**src/sv/pbcn_pkg.sv**
```systemverilog
`timescale 1ns / 1ps
package pbcn_pkg;

    localparam int EDGE_SLOTS     = 16;
    localparam int ARC_SLOTS      = 32;
    localparam int NUM_EDGES_DEF  = 6;
    localparam int NUM_ARCS_DEF   = 12;

    localparam int RADIUS_W   = 13;
    localparam int POS_W      = 16;
    localparam int NORM_W     = 16;
    localparam int DIFF_W     = 17;
    localparam int D2_W       = 33;
    localparam int X25_W      = 38;
    localparam int RR_W       = 34;
    localparam int V_W        = D2_W + 17;
    localparam int ROOT_W     = (V_W + 1) / 2;
    localparam int REM_W      = ROOT_W + 2;
    localparam int SQRT_STEPS = ROOT_W;
    localparam int MAG_W      = 16;
    localparam int NUM_W      = MAG_W + 22 + 1;
    localparam int Q_W        = 15;

    localparam logic [Q_W-1:0]      ONE_Q14         = Q_W'(16384);
    localparam logic [RR_W-1:0]     RR12_RST        = 34'd37748736;
    localparam logic [RR_W-1:0]     RR13_RST        = 34'd44302336;

    typedef enum logic [2:0] {
        SIDE_NONE = 3'd0,
        SIDE_LT_X = 3'd1,
        SIDE_GT_X = 3'd2,
        SIDE_LT_Z = 3'd3,
        SIDE_GT_Z = 3'd4
    } side_t;

    typedef struct packed {
        side_t             side;
        logic signed [15:0] lo;
        logic signed [15:0] hi;
        logic signed [15:0] line;
        logic signed [15:0] nx;
        logic signed [15:0] nz;
    } edge_ent_t;

    typedef struct packed {
        logic               used;
        logic signed [15:0] cx;
        logic signed [15:0] cz;
        logic               k13;
    } arc_ent_t;

    typedef struct packed {
        logic signed [POS_W-1:0]  x;
        logic signed [POS_W-1:0]  z;
        logic                     hit;
        logic                     arc;
        logic signed [NORM_W-1:0] nx;
        logic signed [NORM_W-1:0] nz;
        logic signed [DIFF_W-1:0] dx;
        logic signed [DIFF_W-1:0] dz;
        logic [D2_W-1:0]          d2;
    } slot_t;

    typedef struct packed {
        logic                     hit;
        logic                     arc;
        logic signed [NORM_W-1:0] nx;
        logic signed [NORM_W-1:0] nz;
        logic signed [DIFF_W-1:0] dx;
        logic signed [DIFF_W-1:0] dz;
        logic [V_W-1:0]           v;
        logic [REM_W-1:0]         rem;
        logic [ROOT_W-1:0]        root;
    } sqrt_t;

    typedef struct packed {
        logic                     hit;
        logic                     arc;
        logic signed [NORM_W-1:0] nx;
        logic signed [NORM_W-1:0] nz;
        logic                     sx;
        logic                     sz;
        logic [NUM_W-1:0]         remx;
        logic [NUM_W-1:0]         remz;
        logic [Q_W-1:0]           qx;
        logic [Q_W-1:0]           qz;
        logic [ROOT_W-1:0]        len;
    } quo_t;

    function automatic edge_ent_t edge_ent(input int i);
        edge_ent_t e;
        case (i)
            0: e = '{SIDE_LT_Z, -16'sd10175, 16'sd10175, -16'sd21887, 16'sd0, 16'sd16384};
            1: e = '{SIDE_LT_X, -16'sd21299, -16'sd1015, -16'sd10768, 16'sd16384, 16'sd0};
            2: e = '{SIDE_LT_X, 16'sd1015, 16'sd21299, -16'sd10768, 16'sd16384, 16'sd0};
            3: e = '{SIDE_GT_Z, -16'sd10175, 16'sd10175, 16'sd21887, 16'sd0, -16'sd16384};
            4: e = '{SIDE_GT_X, -16'sd21299, -16'sd1015, 16'sd10768, -16'sd16384, 16'sd0};
            5: e = '{SIDE_GT_X, 16'sd1015, 16'sd21299, 16'sd10768, -16'sd16384, 16'sd0};
            default: e = '{SIDE_NONE, 16'sd0, 16'sd0, 16'sd0, 16'sd0, 16'sd0};
        endcase
        return e;
    endfunction

    function automatic arc_ent_t arc_ent(input int i);
        arc_ent_t a;
        case (i)
            0:  a = '{1'b1, -16'sd11807, -16'sd1015, 1'b0};
            1:  a = '{1'b1, -16'sd11807, 16'sd1015, 1'b0};
            2:  a = '{1'b1, 16'sd11807, -16'sd1015, 1'b0};
            3:  a = '{1'b1, 16'sd11807, 16'sd1015, 1'b0};
            4:  a = '{1'b1, 16'sd10240, 16'sd23003, 1'b1};
            5:  a = '{1'b1, 16'sd10240, -16'sd23003, 1'b1};
            6:  a = '{1'b1, -16'sd10240, 16'sd23003, 1'b1};
            7:  a = '{1'b1, -16'sd10240, -16'sd23003, 1'b1};
            8:  a = '{1'b1, 16'sd11878, 16'sd21430, 1'b1};
            9:  a = '{1'b1, -16'sd11878, 16'sd21430, 1'b1};
            10: a = '{1'b1, 16'sd11878, -16'sd21430, 1'b1};
            11: a = '{1'b1, -16'sd11878, -16'sd21430, 1'b1};
            default: a = '{1'b0, 16'sd0, 16'sd0, 1'b0};
        endcase
        return a;
    endfunction

endpackage

```
**src/sv/pbcn_div_cell.sv**
```systemverilog
`timescale 1ns / 1ps
module pbcn_div_cell #(
    parameter int BIT = 0
) (
    input  logic           aclk,
    input  logic           aresetn,
    input  logic           in_valid,
    output logic           in_ready,
    input  pbcn_pkg::quo_t in_data,
    output logic           out_valid,
    input  logic           out_ready,
    output pbcn_pkg::quo_t out_data
);

    logic                       valid_reg;
    pbcn_pkg::quo_t             data_reg;
    pbcn_pkg::quo_t             data_next;
    logic                       adv;
    logic [pbcn_pkg::NUM_W-1:0] dsh;

    always_comb begin
        dsh       = pbcn_pkg::NUM_W'(in_data.len) << BIT;
        data_next = in_data;
        if (in_data.remx >= dsh) begin
            data_next.remx = in_data.remx - dsh;
            data_next.qx   = {in_data.qx[pbcn_pkg::Q_W-2:0], 1'b1};
        end else begin
            data_next.qx   = {in_data.qx[pbcn_pkg::Q_W-2:0], 1'b0};
        end
        if (in_data.remz >= dsh) begin
            data_next.remz = in_data.remz - dsh;
            data_next.qz   = {in_data.qz[pbcn_pkg::Q_W-2:0], 1'b1};
        end else begin
            data_next.qz   = {in_data.qz[pbcn_pkg::Q_W-2:0], 1'b0};
        end
    end

    assign adv       = !valid_reg || out_ready;
    assign in_ready  = adv;
    assign out_valid = valid_reg;
    assign out_data  = data_reg;

    always_ff @(posedge aclk) begin
        if (!aresetn) begin
            valid_reg <= 1'b0;
        end else if (adv) begin
            valid_reg <= in_valid;
        end
    end

    always_ff @(posedge aclk) begin
        if (adv) begin
            data_reg <= data_next;
        end
    end

endmodule

```
**config.mk**
```make
export PLATFORM = sky130hd
export DESIGN_NAME = pbcn_div_cell
export DESIGN_NICKNAME = d
export VERILOG_FILES = /design/src/sv/pbcn_pkg.sv /design/src/sv/pbcn_div_cell.sv
export SDC_FILE = /design/constraint.sdc
export NUM_CORES = 1
export LEC_CHECK = 0
export BUFFER_PORTS_ARGS = -buffer_cell sky130_fd_sc_hd__buf_2
export CORE_UTILIZATION = 50
export CTS_BUF_LIST = sky130_fd_sc_hd__clkbuf_16
export DETAILED_ROUTE_END_ITERATION = 8
export GPL_TIMING_DRIVEN = 0
export MAX_ROUTING_LAYER = met4
export PLACE_DENSITY = 0.93
export SLEW_MARGIN = 20
export SYNTH_ARGS = -nofsm -noshare
export SYNTH_HDL_FRONTEND = slang
export SYNTH_SLANG_ARGS = --single-unit
```
**constraint.sdc**
```tcl
create_clock -name aclk -period 6 [get_ports aclk]
set_clock_uncertainty 0.05 [all_clocks]
set_input_delay 0.6 -clock aclk [delete_from_list [all_inputs] [get_ports aclk]]
set_output_delay 0.6 -clock aclk [all_outputs]
set_load 0.01 [all_outputs]
```
# --- Word-level counts from Yosys, hierarchy flattened ---
# Index checks and enable logic that the tools add are counted.
classes:
  n_reduce_logical: 2
  n_mux: 4
  order_cmp: 2
  n_addsub: 2
ops:
  columns: ["cell", "n"]
  rows:
  - ["$ge A39 B25 Y1", 2]
  - ["$mux W39", 2]
  - ["$sub A39 B25 Y39", 2]
  - ["$mux W1", 2]
  - ["$logic_not A1 Y1", 1]
  - ["$logic_or A1 B1 Y1", 1]
word_totals:
  inputBits: 173
  ff_bits: 170
  out_inout_bits: 171

# --- Longest topological paths before layout ---
logic_depth:
  depth_word: 2
  ltp_mapped: 14
  depth_no_buf: 12

# --- Worst setup path after synthesis ---
# No wires, ideal clock.
synth_timing:
  kind: "input to register"
  startpoint: "input port out_ready"
  endpoint: "register valid_reg, in the netlist out_valid"
  required_time_ps: 5601
  path_slack_ps: 432
  setup_ps: 349
  stages: 2
  path_buffers: 0
  t_arrival_ps: 5170
  path_cell_list: "nand2b_1 > a21boi_0"
synth_via:
  elab_chain_cells: 1
synth_lines:
  columns: ["element", "line", "rtl"]
  rows:
  - ["from (decl)", "pbcn_div_cell.sv:11", "input logic out_ready,"]
  - ["$logic_or A1 B1 Y1", "pbcn_div_cell.sv:38", "assign adv = !valid_reg || out_ready;"]
  - ["to (signal assigned)", "pbcn_div_cell.sv:47", "valid_reg <= in_valid;"]
  - ["to (decl)", "pbcn_div_cell.sv:15", "logic valid_reg;"]
# No other way between the ends.
# A chain may end at the register's enable or synchronous reset.

==> out/metrics.cfg <==
[run_status]
result_of_the_run=finished, final reports clean

[die]
die_height_microns=138
num_rows=49
fp.dieArea_sq_um=19000
design.core.area_sq_um=18000
i_o_pin_count=344
initial_core_util_pct=51.3
die_x_microns=138

[setup_path]
critical_path_class=in2reg
critical_path_peak_fanout=3
critPathCaptureType=flop
critical-path-slowest-cell=sky130_fd_sc_hd__a2111oi_2
worst-endpoint-arrival_ns=3.91
path_cells=buf_2, inv_1, ha_1, inv_1, fa_1, a211oi_1, o2111ai_1, a31oi_1, o221ai_1, a31oi_1, o21ai_1, a2111oi_2, xor2_1
reg2reg_to=out_data[104]
required_ns=6.12
reg2reg_setup_slack_ns=4.37
worstRegToRegCells=3
crit-reg2reg-launch=out_valid
start_kind=input pin
slowest_delay_ns=0.45

[synthesis]
area_share_of_the_largest_cell_type_after_synthesis_pct=54.9
synthDistinctLibCells=70
synth.yosys.seq_area_share_pct=55.1
synth_seq_cells=170
synth.cell_area_sq_um=9240
syn_area_per_cell_sq_um=11.7
yosysTopAreaCell=sky130_fd_sc_hd__edfxtp_1
dominantRegCellSynth=sky130_fd_sc_hd__edfxtp_1
synth.area.top_cells=sky130_fd_sc_hd__edfxtp_1, sky130_fd_sc_hd__ha_1, sky130_fd_sc_hd__xnor2_1, sky130_fd_sc_hd__a21oi_1, sky130_fd_sc_hd__xor2_1
synth_enable_flop_cells=169
postSynth.asyncResetShare_pct=0
synth-warning-count=0
syn-num-nets=1018
synth_cells=793

[timing]
post-route-worst-setup-slack_ns=2.21
totalNegativeSetupSlack_ns=0
period_needed_ns=3.79
min_period_over_period_pct=63.2
worst-slew-pin-transition_ns=0.877
final_hold_viol_count=0
timing.fmax_mhz=264
timing.max_slew.rel_slack_pct=40.0
finalSetupViolCount=0
report.final.slew_viol_count=0
rsz0062_at_grt=false

[power]
static-leakage-power_nw=5.17
peakVddDrop_mv=0.276
power-per-cell-area_nw_per_um2=280

[routing]
number_of_remaining_drc_errors=0
route.detailed.vias_per_inst=5.67
detailedRoute.firstPassIterationCount=8
detail_route.wirelength_mm=28.3
number_of_violations_reported_at_the_end_of_detailed_routing_iteration_0=629
routed-via-count=7949
route.detailed.wl_per_inst_microns=20.2
antenna_left=0

[worst_hold_path]
hold_depth=1
whs_endpoint=out_data[141]
min_path_type=in2reg
min-delay-start=in_data[141]

[clocking]
postCtsHoldBufs=0
ctsLongestPathBuffers=2
clock_tree_from_tritoncts=built
cts.repair.resized=0
ctsRootBufferMaster=sky130_fd_sc_hd__clkbuf_16
cts_h_tree_depth=4
numCtsBuffers=17
numClockSinks=170
number_of_buffers_added_for_setup_after_cts=0
insertion_delay_ns=0.43
path_clk_slew_ns=0.08

[placement]
gpl.final_weighted_congestion=0.940
post-dp-hpwl_mm=22.5
port-buffer-count=338
dp_worst_setup_slack_ns=1.83
placed_area_sq_um=11300

[final_layout]
fillerInstances=1385
design.final.nets=1378
leading_cell_types_in_the_layout_fill_and_taps_excluded=sky130_fd_sc_hd__buf_2, sky130_fd_sc_hd__edfxtp_1, sky130_fd_sc_hd__a21oi_1
layout_commonest_cell=sky130_fd_sc_hd__buf_2
final_util_pct=66.1
postLayoutCellArea_sq_um=11900
area_growth_pct=28.9
fraction_of_final_layout_cells_with_drive_strength_greater_than_1_pct=36.2

[global_routing]
grt_start_max_net_pins=58
globalRoute.totalOverflow=0
grt_pass1_vias=7422
global_route_wire_length_before_repair_mm=40.1
groute.usage.overall_pct=29.8
grt_antenna_before_repair=5

[flow_run]
count_of_max_cap_constraint_violations=0

[routing by layer]
| layer | up-vias | track usage (%) | part of all wire, % |
|---|---|---|---|
| li1 | 3713 | - | - |
| met3 | 53 | 7.46 | 9.3 |
| met5 | - | - | 0 |
| met2 | 422 | 49.8 | 49 |
| met1 | 3761 | 34.3 | 38 |
| met4 | 0 | 11.7 | 3.4 |
[power breakdown]
part | internal [mW] | switching, mW
clock network | 0.561 | 0.542
logic | 0.297 | 0.431
registers | 1.47 | 0.0346
[cell type report]
class	count	area, sq um	area share (%)
well taps	229	287	2.41
repair buffers	341	1770	14.8
flip-flops and latches	170	5090	42.8
multi-input cells	552	3840	32.3
inverters	41	154	1.29
clock buffers	17	425	3.57
plain buffers	30	153	1.28
diodes	6	15.0	0.126
clock inverters	15	171	1.44
[metrics by stage]
step                hold WS, ns  std cells  power [mW]
floorplan                 0.649        793        1.94
global placement          0.726       1360        2.23
detailed placement        0.703       1363        2.24
CTS                       0.275       1395        3.34
global route              0.268       1400        3.47
finish                    0.281       1401        3.33
[cell families after synthesis]
| logic type | Yosys count | synth area share [%] |
|---|---|---|
| AOI/OAI and AO/OA | 201 | 14.0 |
| xor gates and xnor gates | 70 | 6.64 |
| adders and majority gates | 52 | 7.20 |
| buffers and inverters | 71 | 3.32 |
| DFF | 170 | 55.1 |
| muxes | 12 | 1.45 |
| and+or+nand+nor | 217 | 12.2 |
[synth_stat cells, types with 9 or more instances]
cell,n
sky130_fd_sc_hd__edfxtp_1,169
sky130_fd_sc_hd__nand3_1,19
sky130_fd_sc_hd__a31oi_1,9
sky130_fd_sc_hd__nor4_1,16
sky130_fd_sc_hd__a21o_1,23
sky130_fd_sc_hd__inv_1,39
sky130_fd_sc_hd__nor3_1,13
sky130_fd_sc_hd__mux2_2,11
sky130_fd_sc_hd__clkbuf_1,18
sky130_fd_sc_hd__xnor2_1,39
sky130_fd_sc_hd__nand4_1,13
sky130_fd_sc_hd__xor2_1,31
sky130_fd_sc_hd__o21ai_0,44
sky130_fd_sc_hd__a211oi_1,10
sky130_fd_sc_hd__ha_1,50
sky130_fd_sc_hd__a21oi_1,65
sky130_fd_sc_hd__nand2_1,62
sky130_fd_sc_hd__nor2_1,45
[how the worst max path moves through the flow]
stage / cells after the start / startpoint / end / slack, ns
floorplan: 2 / out_ready / out_valid / 0.43
global placement: 3 / out_ready / in_ready / -1.58
detailed placement: 13 / in_data[55] / out_data[83] / 1.83
CTS: 13 / in_data[55] / out_data[83] / 2.26
global route: 13 / in_data[55] / out_data[83] / 1.97
finish: 13 / in_data[55] / out_data[83] / 2.21
[sequential cells by signal, indices dropped and copies added, names as in the netlist]
| signal | flops |
|---|---|
| out_valid | 1 |
| out_data | 169 |
[critical path, delay by kind of cell]
kind	cells	cell delay (ns)
buffers and inverters	3	0.22
AO/OA/AOI/OAI	7	2.35
XOR/XNOR	1	0.15
adder cells (fa/ha/maj)	2	0.59
Power figures use the tool's default switching activity.
