### src/sv/pbcn_pkg.sv
`timescale 1ns / 1ps
package pbcn_pkg;

    localparam int EDGE_SLOTS     = 16;
    localparam int ARC_SLOTS      = 32;
    localparam int NUM_EDGES_DEF  = 6;
    localparam int NUM_ARCS_DEF   = 12;

    localparam int RADIUS_W   = 13;
    localparam int POS_W      = 16;
    localparam int NORM_W     = 16;
    localparam int DIFF_W     = 17;
    localparam int D2_W       = 33;
    localparam int X25_W      = 38;
    localparam int RR_W       = 34;
    localparam int V_W        = D2_W + 17;
    localparam int ROOT_W     = (V_W + 1) / 2;
    localparam int REM_W      = ROOT_W + 2;
    localparam int SQRT_STEPS = ROOT_W;
    localparam int MAG_W      = 16;
    localparam int NUM_W      = MAG_W + 22 + 1;
    localparam int Q_W        = 15;

    localparam logic [Q_W-1:0]      ONE_Q14         = Q_W'(16384);
    localparam logic [RR_W-1:0]     RR12_RST        = 34'd37748736;
    localparam logic [RR_W-1:0]     RR13_RST        = 34'd44302336;

    typedef enum logic [2:0] {
        SIDE_NONE = 3'd0,
        SIDE_LT_X = 3'd1,
        SIDE_GT_X = 3'd2,
        SIDE_LT_Z = 3'd3,
        SIDE_GT_Z = 3'd4
    } side_t;

    typedef struct packed {
        side_t             side;
        logic signed [15:0] lo;
        logic signed [15:0] hi;
        logic signed [15:0] line;
        logic signed [15:0] nx;
        logic signed [15:0] nz;
    } edge_ent_t;

    typedef struct packed {
        logic               used;
        logic signed [15:0] cx;
        logic signed [15:0] cz;
        logic               k13;
    } arc_ent_t;

    typedef struct packed {
        logic signed [POS_W-1:0]  x;
        logic signed [POS_W-1:0]  z;
        logic                     hit;
        logic                     arc;
        logic signed [NORM_W-1:0] nx;
        logic signed [NORM_W-1:0] nz;
        logic signed [DIFF_W-1:0] dx;
        logic signed [DIFF_W-1:0] dz;
        logic [D2_W-1:0]          d2;
    } slot_t;

    typedef struct packed {
        logic                     hit;
        logic                     arc;
        logic signed [NORM_W-1:0] nx;
        logic signed [NORM_W-1:0] nz;
        logic signed [DIFF_W-1:0] dx;
        logic signed [DIFF_W-1:0] dz;
        logic [V_W-1:0]           v;
        logic [REM_W-1:0]         rem;
        logic [ROOT_W-1:0]        root;
    } sqrt_t;

    typedef struct packed {
        logic                     hit;
        logic                     arc;
        logic signed [NORM_W-1:0] nx;
        logic signed [NORM_W-1:0] nz;
        logic                     sx;
        logic                     sz;
        logic [NUM_W-1:0]         remx;
        logic [NUM_W-1:0]         remz;
        logic [Q_W-1:0]           qx;
        logic [Q_W-1:0]           qz;
        logic [ROOT_W-1:0]        len;
    } quo_t;

    function automatic edge_ent_t edge_ent(input int i);
        edge_ent_t e;
        case (i)
            0: e = '{SIDE_LT_Z, -16'sd10175, 16'sd10175, -16'sd21887, 16'sd0, 16'sd16384};
            1: e = '{SIDE_LT_X, -16'sd21299, -16'sd1015, -16'sd10768, 16'sd16384, 16'sd0};
            2: e = '{SIDE_LT_X, 16'sd1015, 16'sd21299, -16'sd10768, 16'sd16384, 16'sd0};
            3: e = '{SIDE_GT_Z, -16'sd10175, 16'sd10175, 16'sd21887, 16'sd0, -16'sd16384};
            4: e = '{SIDE_GT_X, -16'sd21299, -16'sd1015, 16'sd10768, -16'sd16384, 16'sd0};
            5: e = '{SIDE_GT_X, 16'sd1015, 16'sd21299, 16'sd10768, -16'sd16384, 16'sd0};
            default: e = '{SIDE_NONE, 16'sd0, 16'sd0, 16'sd0, 16'sd0, 16'sd0};
        endcase
        return e;
    endfunction

    function automatic arc_ent_t arc_ent(input int i);
        arc_ent_t a;
        case (i)
            0:  a = '{1'b1, -16'sd11807, -16'sd1015, 1'b0};
            1:  a = '{1'b1, -16'sd11807, 16'sd1015, 1'b0};
            2:  a = '{1'b1, 16'sd11807, -16'sd1015, 1'b0};
            3:  a = '{1'b1, 16'sd11807, 16'sd1015, 1'b0};
            4:  a = '{1'b1, 16'sd10240, 16'sd23003, 1'b1};
            5:  a = '{1'b1, 16'sd10240, -16'sd23003, 1'b1};
            6:  a = '{1'b1, -16'sd10240, 16'sd23003, 1'b1};
            7:  a = '{1'b1, -16'sd10240, -16'sd23003, 1'b1};
            8:  a = '{1'b1, 16'sd11878, 16'sd21430, 1'b1};
            9:  a = '{1'b1, -16'sd11878, 16'sd21430, 1'b1};
            10: a = '{1'b1, 16'sd11878, -16'sd21430, 1'b1};
            11: a = '{1'b1, -16'sd11878, -16'sd21430, 1'b1};
            default: a = '{1'b0, 16'sd0, 16'sd0, 1'b0};
        endcase
        return a;
    endfunction

endpackage

### src/sv/pbcn_sqrt_cell.sv
`timescale 1ns / 1ps
module pbcn_sqrt_cell (
    input  logic            aclk,
    input  logic            aresetn,
    input  logic            in_valid,
    output logic            in_ready,
    input  pbcn_pkg::sqrt_t in_data,
    output logic            out_valid,
    input  logic            out_ready,
    output pbcn_pkg::sqrt_t out_data
);

    logic                          valid_reg;
    pbcn_pkg::sqrt_t               data_reg;
    pbcn_pkg::sqrt_t               data_next;
    logic                          adv;
    logic [pbcn_pkg::REM_W+1:0]    rem2;
    logic [pbcn_pkg::REM_W+1:0]    trial;

    always_comb begin
        rem2  = {in_data.rem, in_data.v[pbcn_pkg::V_W-1 -: 2]};
        trial = {2'b0, in_data.root, 2'b01};
        data_next   = in_data;
        data_next.v = {in_data.v[pbcn_pkg::V_W-3:0], 2'b00};
        if (rem2 >= trial) begin
            data_next.rem  = pbcn_pkg::REM_W'(rem2 - trial);
            data_next.root = {in_data.root[pbcn_pkg::ROOT_W-2:0], 1'b1};
        end else begin
            data_next.rem  = pbcn_pkg::REM_W'(rem2);
            data_next.root = {in_data.root[pbcn_pkg::ROOT_W-2:0], 1'b0};
        end
    end

    assign adv       = !valid_reg || out_ready;
    assign in_ready  = adv;
    assign out_valid = valid_reg;
    assign out_data  = data_reg;

    always_ff @(posedge aclk) begin
        if (!aresetn) begin
            valid_reg <= 1'b0;
        end else if (adv) begin
            valid_reg <= in_valid;
        end
    end

    always_ff @(posedge aclk) begin
        if (adv) begin
            data_reg <= data_next;
        end
    end

endmodule

### config.mk
export PLATFORM = sky130hd
export DESIGN_NAME = pbcn_sqrt_cell
export DESIGN_NICKNAME = d
export VERILOG_FILES = /design/src/sv/pbcn_pkg.sv /design/src/sv/pbcn_sqrt_cell.sv
export SDC_FILE = /design/constraint.sdc
export NUM_CORES = 1
export LEC_CHECK = 0
export ABC_AREA = 0
export BUFFER_PORTS_ARGS = -buffer_cell sky130_fd_sc_hd__buf_2
export CORE_MARGIN = 5
export CORE_UTILIZATION = 46
export DETAILED_ROUTE_END_ITERATION = 6
export PLACE_DENSITY = 0.9
export SLEW_MARGIN = 5
export SYNTH_ARGS = -nofsm -noshare
export SYNTH_HDL_FRONTEND = slang
export SYNTH_SLANG_ARGS = --single-unit
### constraint.sdc
create_clock -name aclk -period 9.5 [get_ports aclk]
set_input_delay 1.9 -clock aclk [delete_from_list [all_inputs] [get_ports aclk]]
set_output_delay 1.9 -clock aclk [all_outputs]
set_load 0.01 [all_outputs]
Word level (Yosys, flattened, before mapping) --
Cells that the tools add are included.
Word-level totals: flip-flop bits (word level) 169, bits in read-only memories 0, memories kept 0, bits in writable memories 0, word-level logic and storage cells 15, bits in latches 0, input bits 174
Operators by class: reductions and logical operators 2, multiplexer cells 1, order comparisons 1, add/sub/neg operators 1, multipliers 0, shifts and indexed selects 0, equal/unequal tests 0, divide/modulo/power cells 0, bitwise operators 0
Operator list (number):
- 52-bit two-way mux | 1
- 29-bit by 27-bit greater-or-equal comparator with 1-bit output | 1
- 27-bit subtractor | 1
- 1-bit logical NOT | 1
- 1-bit logical OR | 1

Depth between registers and ports, before layout --
depth in word-level cells 2, gate-level depth with buffers 13, mapped depth without buffers 10

Worst setup path before layout --
OpenSTA, ideal clock, no wires.
kind input-to-output, start point in out_ready, end point out in_ready, arrival time 6.022 ns, stages on the path 1, slack 1.578 ns, data required time 7.600 ns, buffers on the path 0, cells stage by stage nand2b_1
On the way: word-level cells in the longest chain between the ends 1
Ends and longest elaborated chain:
- start: declaration | line pbcn_sqrt_cell.sv:9 | input logic out_ready,
- 1-bit logical OR | line pbcn_sqrt_cell.sv:34 | assign adv = !valid_reg || out_ready;
- end: declaration | line pbcn_sqrt_cell.sv:6 | output logic in_ready,
Every way passes these cells.

==> results.rst <==
.. list-table::
   :header-rows: 1

   * - Metric
     - Value
   * - Result of the run
     - finished clean
   * - Total of flip-flops plus latches after synthesis
     - ~170
   * - Sequential fraction of the synthesis area
     - 71.7%
   * - Maximum fanout along the worst path
     - 17
   * - Bufs on Longest Clock Path
     - 2
   * - Path depth of the worst reg2reg path
     - 2
   * - Data required time of the worst path
     - between 9000 and 10000 ps
   * - Worst-case vdd ir drop
     - between 100 and 150 uV
   * - Via count of the first global-routing pass
     - approximately 5000
   * - Category of the most critical setup path
     - primary input to flop
   * - PwrDens
     - roughly 200 nW/um^2
   * - Area grow syn2layout
     - 35.0%
   * - IO Pins
     - ~350
   * - CP Launch Point
     - in_data[0]
   * - Count of pins over their slew limit
     - 0
   * - Worst Setup End Kind
     - flop
   * - Clock root cell
     - clkbuf_16
   * - Die boundary height
     - approximately 130 um
   * - Class of the most critical hold timing path
     - flop to flop
   * - Number of levels in the clock H-tree
     - 4
   * - Ratio of final minimum period to clock period
     - between 50% and 60%
   * - Cts repair resizes
     - 0
   * - Setup Viol. Count Final
     - 0
   * - Post CTS Setup Buffer Count
     - 0
   * - All-layer global routing usage
     - 22.4%
   * - Final Net Count
     - roughly 990
   * - Average detailed-routed wire length per instance
     - between 20 and 25 um
   * - Crit path to
     - out_data[32]
   * - Die Footprint
     - around 18000 um^2
   * - Clock transition at the registers of the reported paths
     - 70 ps
   * - FF/Latch Area
     - ~5100 um^2
   * - Multi-input combinational cell area
     - 1750 um^2
   * - Endpoint of the worst-slack reg-to-reg timing path
     - out_data[130]
   * - Final hold violations
     - 0
   * - Total of fill cells in the finished design
     - about 1100
   * - Post-detailed-route count of antenna-violating nets
     - 0
   * - Max-cap violations
     - 0
   * - Setup repair after global routing missed its margin
     - no
   * - Core Area
     - around 15000 um^2
   * - Setup_tns
     - 0 ps
   * - Maximum number of pins on one net before global-route repair
     - 82
   * - Global-route congestion overflow total
     - 0
   * - CTS sink count
     - 169
   * - Leakage power of the design
     - ~4.4 nW
   * - Primary flip-flop cell chosen by synthesis mapping
     - edfxtp_1
   * - Vias after detailed routing
     - between 5000 and 6000
   * - Hpwl dp
     - roughly 17000 um
   * - Async set-or-reset flop fraction in the synthesized netlist
     - 0%
   * - Synthesized area
     - just over 7000 um^2
   * - Fin crit period
     - ~5000 ps
   * - Die width
     - ~130 um
   * - Dpl cell area
     - just under 9000 um^2
   * - Synth Instances
     - ~440
   * - Number of enable-type register cells in the synthesized netlist
     - ~170
   * - Worst min-delay path startpoint
     - out_valid
   * - Mean cell area of the mapped netlist
     - approximately 16 um^2
   * - Number of buffers created by CTS
     - 17
   * - Via count normalized by instance count
     - approximately 5.1
   * - Final GP Congestion
     - roughly 0.9
   * - Violation count after the first detailed-route iteration
     - 380
   * - Transition time at the pin with the least slew margin
     - slightly below 1000 ps
   * - Number of hold buffers added after CTS
     - 0
   * - Count of input and output buffers
     - ~340
   * - Starting Density
     - between 40% and 50%
   * - Number of antenna violations at the first check in global routing
     - 8
   * - Insertion delay to the later sink of the worst-skew pair
     - between 400 and 500 ps
   * - Warning count from the yosys run
     - 0
   * - Number of distinct standard cells referenced by the synthesized netlist
     - 54
   * - Final wirelength
     - ~21000 um
   * - Finished Cell Area
     - between 9000 and 10000 um^2
   * - CTS tree
     - built
   * - Count of TritonRoute iterations in the first routing pass
     - 4
   * - Site Rows
     - 45
   * - Remaining design rule violation count
     - 0
   * - Worst endpoint data arrival time
     - approximately 5200 ps
   * - Worst slew margin
     - 35.6%
   * - Fraction of layout instances using a drive strength above 1
     - 51.3%
   * - Setup skew after layout
     - roughly 8 ps
   * - Startpoint of the worst register-to-register path
     - out_valid
   * - Timing-limited maximum frequency
     - between 150 and 200 MHz
   * - Kind of start point of the critical path
     - primary input
   * - First-pass GRT wire length
     - 29500 um
   * - Register-to-Register Setup Slack
     - about 7800 ps
   * - Final Power
     - between 0.0015 and 0.002 W
==> placed cells by master (no fill, tap or decap), drive strengths merged, types with 8 or more instances in the layout <==
cell type    n
inv         48
edfxtp     168
a21oi       26
xor2         8
nor2        13
xnor2       17
buf        346
o21ai       10
nand4        9
mux2        23
nand2       12
clkbuf      17
ha          27
==> worst min-delay path by stage <==
stage	end	slack [ps]	cells past startpoint
2_1_floorplan	out_data[100]	2000	0
3_3_place_gp	out_data[134]	660	1
3_5_place_dp	out_data[87]	690	1
4_1_cts	out_data[145]	700	1
5_1_grt	out_data[117]	720	1
6_report	out_data[117]	690	1
==> synth_stat cells, drive strengths merged, types with 2 or more instances <==
cell	n	share of area [%]
a211o	2	0.25
a211oi	3	0.32
a21boi	2	0.21
a21o	7	0.74
a21oi	26	1.9
a221oi	3	0.55
a31oi	3	0.27
and2	3	0.30
and3	2	0.25
buf	8	1.2
clkbuf	5	0.27
edfxtp	168	71
ha	27	4.8
inv	41	2.2
mux2	23	4.5
mux2i	3	0.43
nand2	12	0.64
nand2b	5	0.44
nand3	3	0.21
nand4	9	0.80
nor2	13	0.69
nor3	3	0.21
o21a	3	0.32
o21ai	10	0.71
o21bai	5	0.53
o221ai	3	0.37
o31ai	3	0.39
xnor2	17	2.1
xor2	8	0.99
==> report_power, final <==
group | switching, W | total (W) | leakage (nW) | internal [W]
Clock | 0.000304 | 0.000675 | 0.275 | 0.000372
Combinational | 0.000172 | 0.000313 | 2.36 | 0.000141
Sequential | 0.0000173 | 0.000918 | 1.75 | 0.000901
Total | 0.000493 | 0.00191 | 4.38 | 0.00141
==> routing by layer <==
| metal | global-route usage, % | vias up | part of all wire [%] |
|---|---|---|---|
| met4 | 6.74 | 6 | 2.1 |
| li1 | - | 2356 | - |
| met5 | 0 | - | 0.20 |
| met1 | 24.5 | 2421 | 35 |
| met3 | 8.66 | 32 | 9.8 |
| met2 | 40.3 | 234 | 53 |
==> critical path, stage by stage <==
cell	delay (ps)
buf_2	90
inv_1	40
ha_1	340
o21ai_1	130
a22oi_1	320
a21oi_2	140
o31ai_2	360
a41oi_2	200
o31ai_1	270
a2111o_1	600
buf_4	410
mux2_2	380
==> metrics by stage <==
step	instances	utilization [%]	worst slack (ps)	hold WS, ps
after floorplan	436	-	1580	2000
after global placement	957	59.0	4150	659
after detailed placement	957	59.0	4040	687
after CTS	989	62.9	4460	700
after global routing	990	62.9	4340	721
final	992	62.9	4470	686
==> cells by family after synthesis <==
group,Yosys count,synth area share (%)
compound gates,78,7.67
xor+xnor,25,3.10
fa+ha+maj,27,4.78
buf+inv,54,3.69
flops,169,71.7
mux,26,4.89
other cells,1,0.0531
simple gates,55,4.08
==> flip-flops by register name, summed over array words and instances (netlist names) <==
| register | count |
|---|---|
| out_data | 168 |
| out_valid | 1 |
==> layout make-up <==
type                       instances  area share [%]
tap                              188            2.47
inverter                          41            1.61
antenna                            3          0.0788
clock buffer                      17            4.46
timing repair buffer             346            18.2
sequential                       169            53.1
clock inverter                    15            1.68
multi-input combinational        213            18.3
No activity file was read; power rests on OpenSTA's default activity.
