File: src/sv/pbcn_pkg.sv
`timescale 1ns / 1ps
package pbcn_pkg;

    localparam int EDGE_SLOTS     = 16;
    localparam int ARC_SLOTS      = 32;
    localparam int NUM_EDGES_DEF  = 6;
    localparam int NUM_ARCS_DEF   = 12;

    localparam int RADIUS_W   = 13;
    localparam int POS_W      = 16;
    localparam int NORM_W     = 16;
    localparam int DIFF_W     = 17;
    localparam int D2_W       = 33;
    localparam int X25_W      = 38;
    localparam int RR_W       = 34;
    localparam int V_W        = D2_W + 17;
    localparam int ROOT_W     = (V_W + 1) / 2;
    localparam int REM_W      = ROOT_W + 2;
    localparam int SQRT_STEPS = ROOT_W;
    localparam int MAG_W      = 16;
    localparam int NUM_W      = MAG_W + 22 + 1;
    localparam int Q_W        = 15;

    localparam logic [Q_W-1:0]      ONE_Q14         = Q_W'(16384);
    localparam logic [RR_W-1:0]     RR12_RST        = 34'd37748736;
    localparam logic [RR_W-1:0]     RR13_RST        = 34'd44302336;

    typedef enum logic [2:0] {
        SIDE_NONE = 3'd0,
        SIDE_LT_X = 3'd1,
        SIDE_GT_X = 3'd2,
        SIDE_LT_Z = 3'd3,
        SIDE_GT_Z = 3'd4
    } side_t;

    typedef struct packed {
        side_t             side;
        logic signed [15:0] lo;
        logic signed [15:0] hi;
        logic signed [15:0] line;
        logic signed [15:0] nx;
        logic signed [15:0] nz;
    } edge_ent_t;

    typedef struct packed {
        logic               used;
        logic signed [15:0] cx;
        logic signed [15:0] cz;
        logic               k13;
    } arc_ent_t;

    typedef struct packed {
        logic signed [POS_W-1:0]  x;
        logic signed [POS_W-1:0]  z;
        logic                     hit;
        logic                     arc;
        logic signed [NORM_W-1:0] nx;
        logic signed [NORM_W-1:0] nz;
        logic signed [DIFF_W-1:0] dx;
        logic signed [DIFF_W-1:0] dz;
        logic [D2_W-1:0]          d2;
    } slot_t;

    typedef struct packed {
        logic                     hit;
        logic                     arc;
        logic signed [NORM_W-1:0] nx;
        logic signed [NORM_W-1:0] nz;
        logic signed [DIFF_W-1:0] dx;
        logic signed [DIFF_W-1:0] dz;
        logic [V_W-1:0]           v;
        logic [REM_W-1:0]         rem;
        logic [ROOT_W-1:0]        root;
    } sqrt_t;

    typedef struct packed {
        logic                     hit;
        logic                     arc;
        logic signed [NORM_W-1:0] nx;
        logic signed [NORM_W-1:0] nz;
        logic                     sx;
        logic                     sz;
        logic [NUM_W-1:0]         remx;
        logic [NUM_W-1:0]         remz;
        logic [Q_W-1:0]           qx;
        logic [Q_W-1:0]           qz;
        logic [ROOT_W-1:0]        len;
    } quo_t;

    function automatic edge_ent_t edge_ent(input int i);
        edge_ent_t e;
        case (i)
            0: e = '{SIDE_LT_Z, -16'sd10175, 16'sd10175, -16'sd21887, 16'sd0, 16'sd16384};
            1: e = '{SIDE_LT_X, -16'sd21299, -16'sd1015, -16'sd10768, 16'sd16384, 16'sd0};
            2: e = '{SIDE_LT_X, 16'sd1015, 16'sd21299, -16'sd10768, 16'sd16384, 16'sd0};
            3: e = '{SIDE_GT_Z, -16'sd10175, 16'sd10175, 16'sd21887, 16'sd0, -16'sd16384};
            4: e = '{SIDE_GT_X, -16'sd21299, -16'sd1015, 16'sd10768, -16'sd16384, 16'sd0};
            5: e = '{SIDE_GT_X, 16'sd1015, 16'sd21299, 16'sd10768, -16'sd16384, 16'sd0};
            default: e = '{SIDE_NONE, 16'sd0, 16'sd0, 16'sd0, 16'sd0, 16'sd0};
        endcase
        return e;
    endfunction

    function automatic arc_ent_t arc_ent(input int i);
        arc_ent_t a;
        case (i)
            0:  a = '{1'b1, -16'sd11807, -16'sd1015, 1'b0};
            1:  a = '{1'b1, -16'sd11807, 16'sd1015, 1'b0};
            2:  a = '{1'b1, 16'sd11807, -16'sd1015, 1'b0};
            3:  a = '{1'b1, 16'sd11807, 16'sd1015, 1'b0};
            4:  a = '{1'b1, 16'sd10240, 16'sd23003, 1'b1};
            5:  a = '{1'b1, 16'sd10240, -16'sd23003, 1'b1};
            6:  a = '{1'b1, -16'sd10240, 16'sd23003, 1'b1};
            7:  a = '{1'b1, -16'sd10240, -16'sd23003, 1'b1};
            8:  a = '{1'b1, 16'sd11878, 16'sd21430, 1'b1};
            9:  a = '{1'b1, -16'sd11878, 16'sd21430, 1'b1};
            10: a = '{1'b1, 16'sd11878, -16'sd21430, 1'b1};
            11: a = '{1'b1, -16'sd11878, -16'sd21430, 1'b1};
            default: a = '{1'b0, 16'sd0, 16'sd0, 1'b0};
        endcase
        return a;
    endfunction

endpackage

File: src/sv/pbcn_slot_cell.sv
`timescale 1ns / 1ps
module pbcn_slot_cell #(
    parameter int SLOT      = 0,
    parameter int NUM_EDGES = pbcn_pkg::NUM_EDGES_DEF
) (
    input  logic                         aclk,
    input  logic                         aresetn,
    input  logic                         in_valid,
    output logic                         in_ready,
    input  pbcn_pkg::slot_t              in_data,
    input  logic [pbcn_pkg::RR_W-1:0]    rr12,
    input  logic [pbcn_pkg::RR_W-1:0]    rr13,
    output logic                         out_valid,
    input  logic                         out_ready,
    output pbcn_pkg::slot_t              out_data
);

    localparam pbcn_pkg::edge_ent_t EDGE =
        pbcn_pkg::edge_ent((SLOT < NUM_EDGES) ? SLOT : -1);
    localparam pbcn_pkg::arc_ent_t ARC =
        pbcn_pkg::arc_ent((SLOT < NUM_EDGES) ? -1 : SLOT - NUM_EDGES);

    logic                               valid_reg;
    pbcn_pkg::slot_t                    data_reg;
    pbcn_pkg::slot_t                    data_next;
    logic                               adv;
    logic                               edge_hit;
    logic                               arc_hit;
    logic signed [pbcn_pkg::DIFF_W-1:0] dx;
    logic signed [pbcn_pkg::DIFF_W-1:0] dz;
    logic signed [2*pbcn_pkg::DIFF_W-1:0] sqx;
    logic signed [2*pbcn_pkg::DIFF_W-1:0] sqz;
    logic [pbcn_pkg::D2_W-1:0]          d2;
    logic [pbcn_pkg::X25_W-1:0]         d2x25;
    logic [pbcn_pkg::RR_W-1:0]          rr;

    always_comb begin
        case (EDGE.side)
            pbcn_pkg::SIDE_LT_X: edge_hit = in_data.z >= EDGE.lo && in_data.z <= EDGE.hi
                                            && in_data.x < EDGE.line;
            pbcn_pkg::SIDE_GT_X: edge_hit = in_data.z >= EDGE.lo && in_data.z <= EDGE.hi
                                            && in_data.x > EDGE.line;
            pbcn_pkg::SIDE_LT_Z: edge_hit = in_data.x >= EDGE.lo && in_data.x <= EDGE.hi
                                            && in_data.z < EDGE.line;
            pbcn_pkg::SIDE_GT_Z: edge_hit = in_data.x >= EDGE.lo && in_data.x <= EDGE.hi
                                            && in_data.z > EDGE.line;
            default:             edge_hit = 1'b0;
        endcase

        dx    = {in_data.x[15], in_data.x} - {ARC.cx[15], ARC.cx};
        dz    = {in_data.z[15], in_data.z} - {ARC.cz[15], ARC.cz};
        sqx   = dx * dx;
        sqz   = dz * dz;
        d2    = {1'b0, sqx[31:0]} + {1'b0, sqz[31:0]};
        d2x25 = {1'b0, d2, 4'b0} + {2'b0, d2, 3'b0} + {5'b0, d2};
        rr    = ARC.k13 ? rr13 : rr12;
        arc_hit = ARC.used && (d2x25 < {4'b0, rr});

        data_next = in_data;
        if (!in_data.hit) begin
            if (edge_hit) begin
                data_next.hit = 1'b1;
                data_next.nx  = EDGE.nx;
                data_next.nz  = EDGE.nz;
            end else if (arc_hit) begin
                data_next.hit = 1'b1;
                data_next.arc = 1'b1;
                data_next.dx  = dx;
                data_next.dz  = dz;
                data_next.d2  = d2;
            end
        end
    end

    assign adv       = !valid_reg || out_ready;
    assign in_ready  = adv;
    assign out_valid = valid_reg;
    assign out_data  = data_reg;

    always_ff @(posedge aclk) begin
        if (!aresetn) begin
            valid_reg <= 1'b0;
        end else if (adv) begin
            valid_reg <= in_valid;
        end
    end

    always_ff @(posedge aclk) begin
        if (adv) begin
            data_reg <= data_next;
        end
    end

endmodule

File: config.mk
export PLATFORM = sky130hd
export DESIGN_NAME = pbcn_slot_cell
export DESIGN_NICKNAME = d
export VERILOG_FILES = /design/src/sv/pbcn_pkg.sv /design/src/sv/pbcn_slot_cell.sv
export SDC_FILE = /design/constraint.sdc
export NUM_CORES = 1
export LEC_CHECK = 0
export BUFFER_PORTS_ARGS = -buffer_cell sky130_fd_sc_hd__buf_2
export CORE_AREA = 2 2 131 133
export CTS_BUF_LIST = sky130_fd_sc_hd__clkbuf_8 sky130_fd_sc_hd__clkbuf_16
export CTS_CLUSTER_DIAMETER = 120
export DETAILED_ROUTE_END_ITERATION = 6
export DIE_AREA = 0 0 133 135
export GPL_ROUTABILITY_DRIVEN = 1
export PLACE_DENSITY = 0.64
export SETUP_SLACK_MARGIN = 0.1
export SYNTH_ARGS = -nofsm -noshare
export SYNTH_HDL_FRONTEND = slang
export SYNTH_SLANG_ARGS = --single-unit
File: constraint.sdc
create_clock -name aclk -period 10.75 [get_ports aclk]
set_input_delay 0 -clock aclk [delete_from_list [all_inputs] [get_ports aclk]]
set_output_delay 0 -clock aclk [all_outputs]
set_load 0.05 [all_outputs]
After elaboration in Yosys (flattened, before gate mapping). Cells that the tools add are included.

Bitwise logic cells: 0. Equal/unequal tests: 0. $lt $le $gt $ge: 3. Reductions and logical operators: 4. Multiply operators: 0. Div/mod/pow operators: 0. Shift operators: 0. Multiplexer cells: 3. $add $sub $neg: 0.

Operators by type and width (count): 32-bit two-way mux (2); 16-bit by 15-bit greater-or-equal comparator with 1-bit output (second input constant) (1); 16-bit by 15-bit <= comparator with 1-bit output (second input constant) (1); 16-bit less-than comparator (second input constant) (1); 1-bit logical AND (2); 1-bit zero test (1); 1-bit logical OR (1); 1-bit two-way mux (1).

Output and inout bits: 135. Memories: 0. Flip-flop bits (word level): 134. Input port bits: 205. Bits in latches: 0. Word-level logic and storage cells: 20. Bits in read-only memories: 0. Bits in writable memories: 0.

Longest topological paths before layout.
Depth after elaboration: 5. Mapped depth: 5. Gate-level depth less buffers: 4.

Worst setup path after synthesis. Ideal clock, no wire load.

Path type: flip-flop to flip-flop. Start point: register valid_reg, in the netlist out_valid. End point: register valid_reg, in the netlist out_valid. Data arrival time: 4303 ps. Library setup time: 326 ps. Period minus slack after synthesis: 4629 ps. Data required time: 10424 ps. Path buffers: 0. Stages on the path, launching flop included: 3. Setup slack: 6121 ps. Cells stage by stage: dfxtp_1 nand2b_1 a21boi_0.

Word-level cells in the longest chain between the ends: 2.

RTL lines: from (decl) (RTL line pbcn_slot_cell.sv:23) `logic valid_reg;`; from (signal assigned) (RTL line pbcn_slot_cell.sv:84) `valid_reg <= in_valid;`; 1-bit zero test (RTL line pbcn_slot_cell.sv:75) `assign adv = !valid_reg || out_ready;`; 1-bit logical OR (RTL line pbcn_slot_cell.sv:75); net in_ready (RTL line pbcn_slot_cell.sv:9) `output logic in_ready,`.

The timed path passes the listed nets, and every way through them passes these cells. A chain may end at the register's enable or synchronous reset.

==> flow_metrics.env <==
export IMPL_leakage_power_nw=3.500
export IMPL_start_kind="input pin"
export IMPL_timing_final_hold_violations=0
export IMPL_buffer_ports_inserted=271
export IMPL_insertion_delay_ns=0.40
export IMPL_cts_root_buf="sky130_fd_sc_hd__clkbuf_16"
export IMPL_final_cell_mix="271 x sky130_fd_sc_hd__buf_2, 135 x sky130_fd_sc_hd__dlygate4sd3_1, 133 x sky130_fd_sc_hd__edfxtp_1"
export IMPL_crit_arrival_ns=2.62
export IMPL_synth_fp_nets=401
export IMPL_path_class="in -> reg"
export IMPL_synth_sequential_area_ratio_pct=87.03
export IMPL_finalInstanceArea_sq_um=8140
export IMPL_tritoncts="done"
export IMPL_grt_pass1_vias=3784
export IMPL_drt_pre_antenna_iters=4
export IMPL_i_o_pin_count=340
export IMPL_cap_viol_max_count=0
export IMPL_unrepaired_setup_endpoints_after_global_routing="false"
export IMPL_postRouteWirelength_mm=13.21
export IMPL_postSynthAreaPerCell_sq_um=23.53
export IMPL_num_antenna_cells=0
export IMPL_synthesis_instances=196
export IMPL_preCtsSetupSlack_ns=8.314
export IMPL_ant_nets_after_route=0
export IMPL_fmaxAchievable_mhz=396.3
export IMPL_final_net_count=822
export IMPL_regToRegStartpoint="out_valid$_SDFFE_PN0P_"
export IMPL_number_of_warning_messages_in_the_yosys_log=0
export IMPL_post_cts_resized_instances=0
export IMPL_worstReg2RegEnd="out_data[11]$_DFFE_PP_"
export IMPL_grt_pass1_wl_mm=19.82
export IMPL_postSynth_topFlopCell="sky130_fd_sc_hd__edfxtp_1"
export IMPL_floorplan_die_height_um=135
export IMPL_place_gp_congestion=0.7178
export IMPL_post_cts_setup_buffers=0
export IMPL_clkSlewWorstSetupHoldPaths_ns=0.06
export IMPL_setup_worst_path_end_class="flop"
export IMPL_number_of_rows_in_the_core_area=47
export IMPL_holdPathStages=2
export IMPL_initial_cell_density_of_the_core_pct=28.11
export IMPL_critical_path_peak_fanout=33
export IMPL_synth_enable_flop_cells=133
export IMPL_synthesis_area_sq_um=4612
export IMPL_placed_cell_area_sq_um=6206
export IMPL_drive_above_1_share_pct=54.29
export IMPL_placeableCoreArea_sq_um=16410
export IMPL_clock_sinks=134
export IMPL_growth_of_design_area_from_synthesis_to_finish_pct=76.51
export IMPL_setup_viol=0
export IMPL_pwr_density_cell_nw_per_um2=178.3
export IMPL_beginning_of_the_worst_hold_path="in_data[28]"
export IMPL_r2r_slack_ns=8.50
export IMPL_dr_total_vias=3485
export IMPL_cts_inserted_buffers=17
export IMPL_detail_route_wl_per_cell_um=15.54
export IMPL_reg2reg_depth=2
export IMPL_worst_slew_pin_transition_ns=1.019
export IMPL_min_period_over_period_pct=23.47
export IMPL_setup_slack_ns=8.227
export IMPL_worstPathRequired_ns=10.85
export IMPL_final_max_slew_violation_count=0
export IMPL_postSynth_asyncResetShare_pct=0
export IMPL_synth_cell_types=23
export IMPL_whs_endpoint="out_data[28]$_DFFE_PP_"
export IMPL_worst_hold_slack_ns=0.2992
export IMPL_detailedRoute_firstIterationViolations=85
export IMPL_cts_max_level=4
export IMPL_post_dp_hpwl_mm=8.503
export IMPL_final_min_clock_period_ns=2.523
export IMPL_grt_remaining_overflow=0
export IMPL_vias_per_cell=4.100
export IMPL_grt_start_max_net_pins=78
export IMPL_grtUsageTotal_pct=14.62
export IMPL_die_x_um=133
export IMPL_slew_headroom_pct=32.06
export IMPL_die_area_sq_um=17960
export IMPL_clk_path_buf_depth=2
export IMPL_fin_skew_ns=0.002637
export IMPL_synth_seq_cells=134
export IMPL_antenna_found_initial=0
export IMPL_vdd_ir_drop_worst_v=0.00008978
export IMPL_drc_errors=0
export IMPL_run_status="completed"
export IMPL_min_delay_path_class="in -> reg"
export IMPL_most_common_library_cell_in_the_layout_ignoring_fill_and_taps="sky130_fd_sc_hd__buf_2"
export IMPL_setup_tns_ns=0
export IMPL_crit_start="in_data[112]"
## cell usage after synthesis (2+ instances only)
master / count / area [sq um]
sky130_fd_sc_hd__edfxtp_1: 133 / 3994
sky130_fd_sc_hd__a21boi_2: 30 / 337.8
sky130_fd_sc_hd__buf_6: 6 / 67.56
sky130_fd_sc_hd__nor4_1: 3 / 18.77
sky130_fd_sc_hd__a2111oi_1: 2 / 20.02
sky130_fd_sc_hd__a21boi_0: 2 / 15.01
sky130_fd_sc_hd__a21o_2: 2 / 17.52
sky130_fd_sc_hd__inv_1: 2 / 7.510
sky130_fd_sc_hd__nor2_1: 2 / 7.510
## sequential cells by signal (all words and copies together) (netlist names)
register / cells
out_data: 133
out_valid: 1
## layout make-up
cell class / count / area, sq um
clock buffers: 17 / 425.4
clock inverters: 15 / 157.7
fillers: 1360 / 8267
inverters: 2 / 7.507
multi-input cells: 54 / 538.0
flip-flops and latches: 134 / 4014
well taps: 220 / 275.3
repair buffers: 408 / 2723
## per-layer routing
metal	vias to the layer above	routed length (um)	share of wire [%]	GRT usage, %
li1	1639	-	-	-
met1	1660	5104	39	15.87
met2	176	6869	52	26.60
met3	10	1096	8.3	5.330
met4	0	136	1.0	4.659
met5	-	0	0	0
## critical path, cell delays in order
cell,delay [ns]
sky130_fd_sc_hd__dlygate4sd3_1,0.55
sky130_fd_sc_hd__buf_2,0.14
sky130_fd_sc_hd__a21o_1,0.19
sky130_fd_sc_hd__a2111oi_1,0.57
sky130_fd_sc_hd__o311a_2,0.95
sky130_fd_sc_hd__a21boi_0,0.20
## worst max path at each step
stage	end	depth (start not counted)	slack [ns]
2_1_floorplan	out_valid$_SDFFE_PN0P_	2	6.12
5_1_grt	out_data[98]$_DFFE_PP_	6	8.01
4_1_cts	out_data[98]$_DFFE_PP_	6	8.17
6_report	out_data[98]$_DFFE_PP_	6	8.23
3_5_place_dp	out_data[98]$_DFFE_PP_	5	8.31
3_3_place_gp	out_data[98]$_DFFE_PP_	5	8.34
## stage by stage
step	util (%)	power (mW)	std cells
2_1_floorplan	-	0.7948	196
3_3_place_gp	37.83	0.8546	683
3_5_place_dp	37.83	0.8579	683
4_1_cts	49.61	1.470	850
5_1_grt	49.61	1.504	850
6_report	49.61	1.451	850
## where the power goes
part / switching, mW / total [mW] / internal, mW / leakage [nW]
sequential: 0.00977 / 0.626 / 0.617 / 1.39
combinational: 0.179 / 0.260 / 0.0815 / 1.83
clock: 0.236 / 0.565 / 0.328 / 0.282
total: 0.425 / 1.45 / 1.03 / 3.50
## cell families (layout without fill, tap and decap cells)
family,count (synthesis),after routing,share of synthesized area [%]
simple gates,13,13,1.872
buf+inv,8,442,1.628
compound gates,41,41,9.468
flops,134,134,87.03
## repair_timing
item | in CTS | in global routing
endpoints found under the hold margin | 134 | 0
setup endpoints to repair | 0 | 0
hold buffers | 135 | 0
No activity file was read; power rests on OpenSTA's default activity.
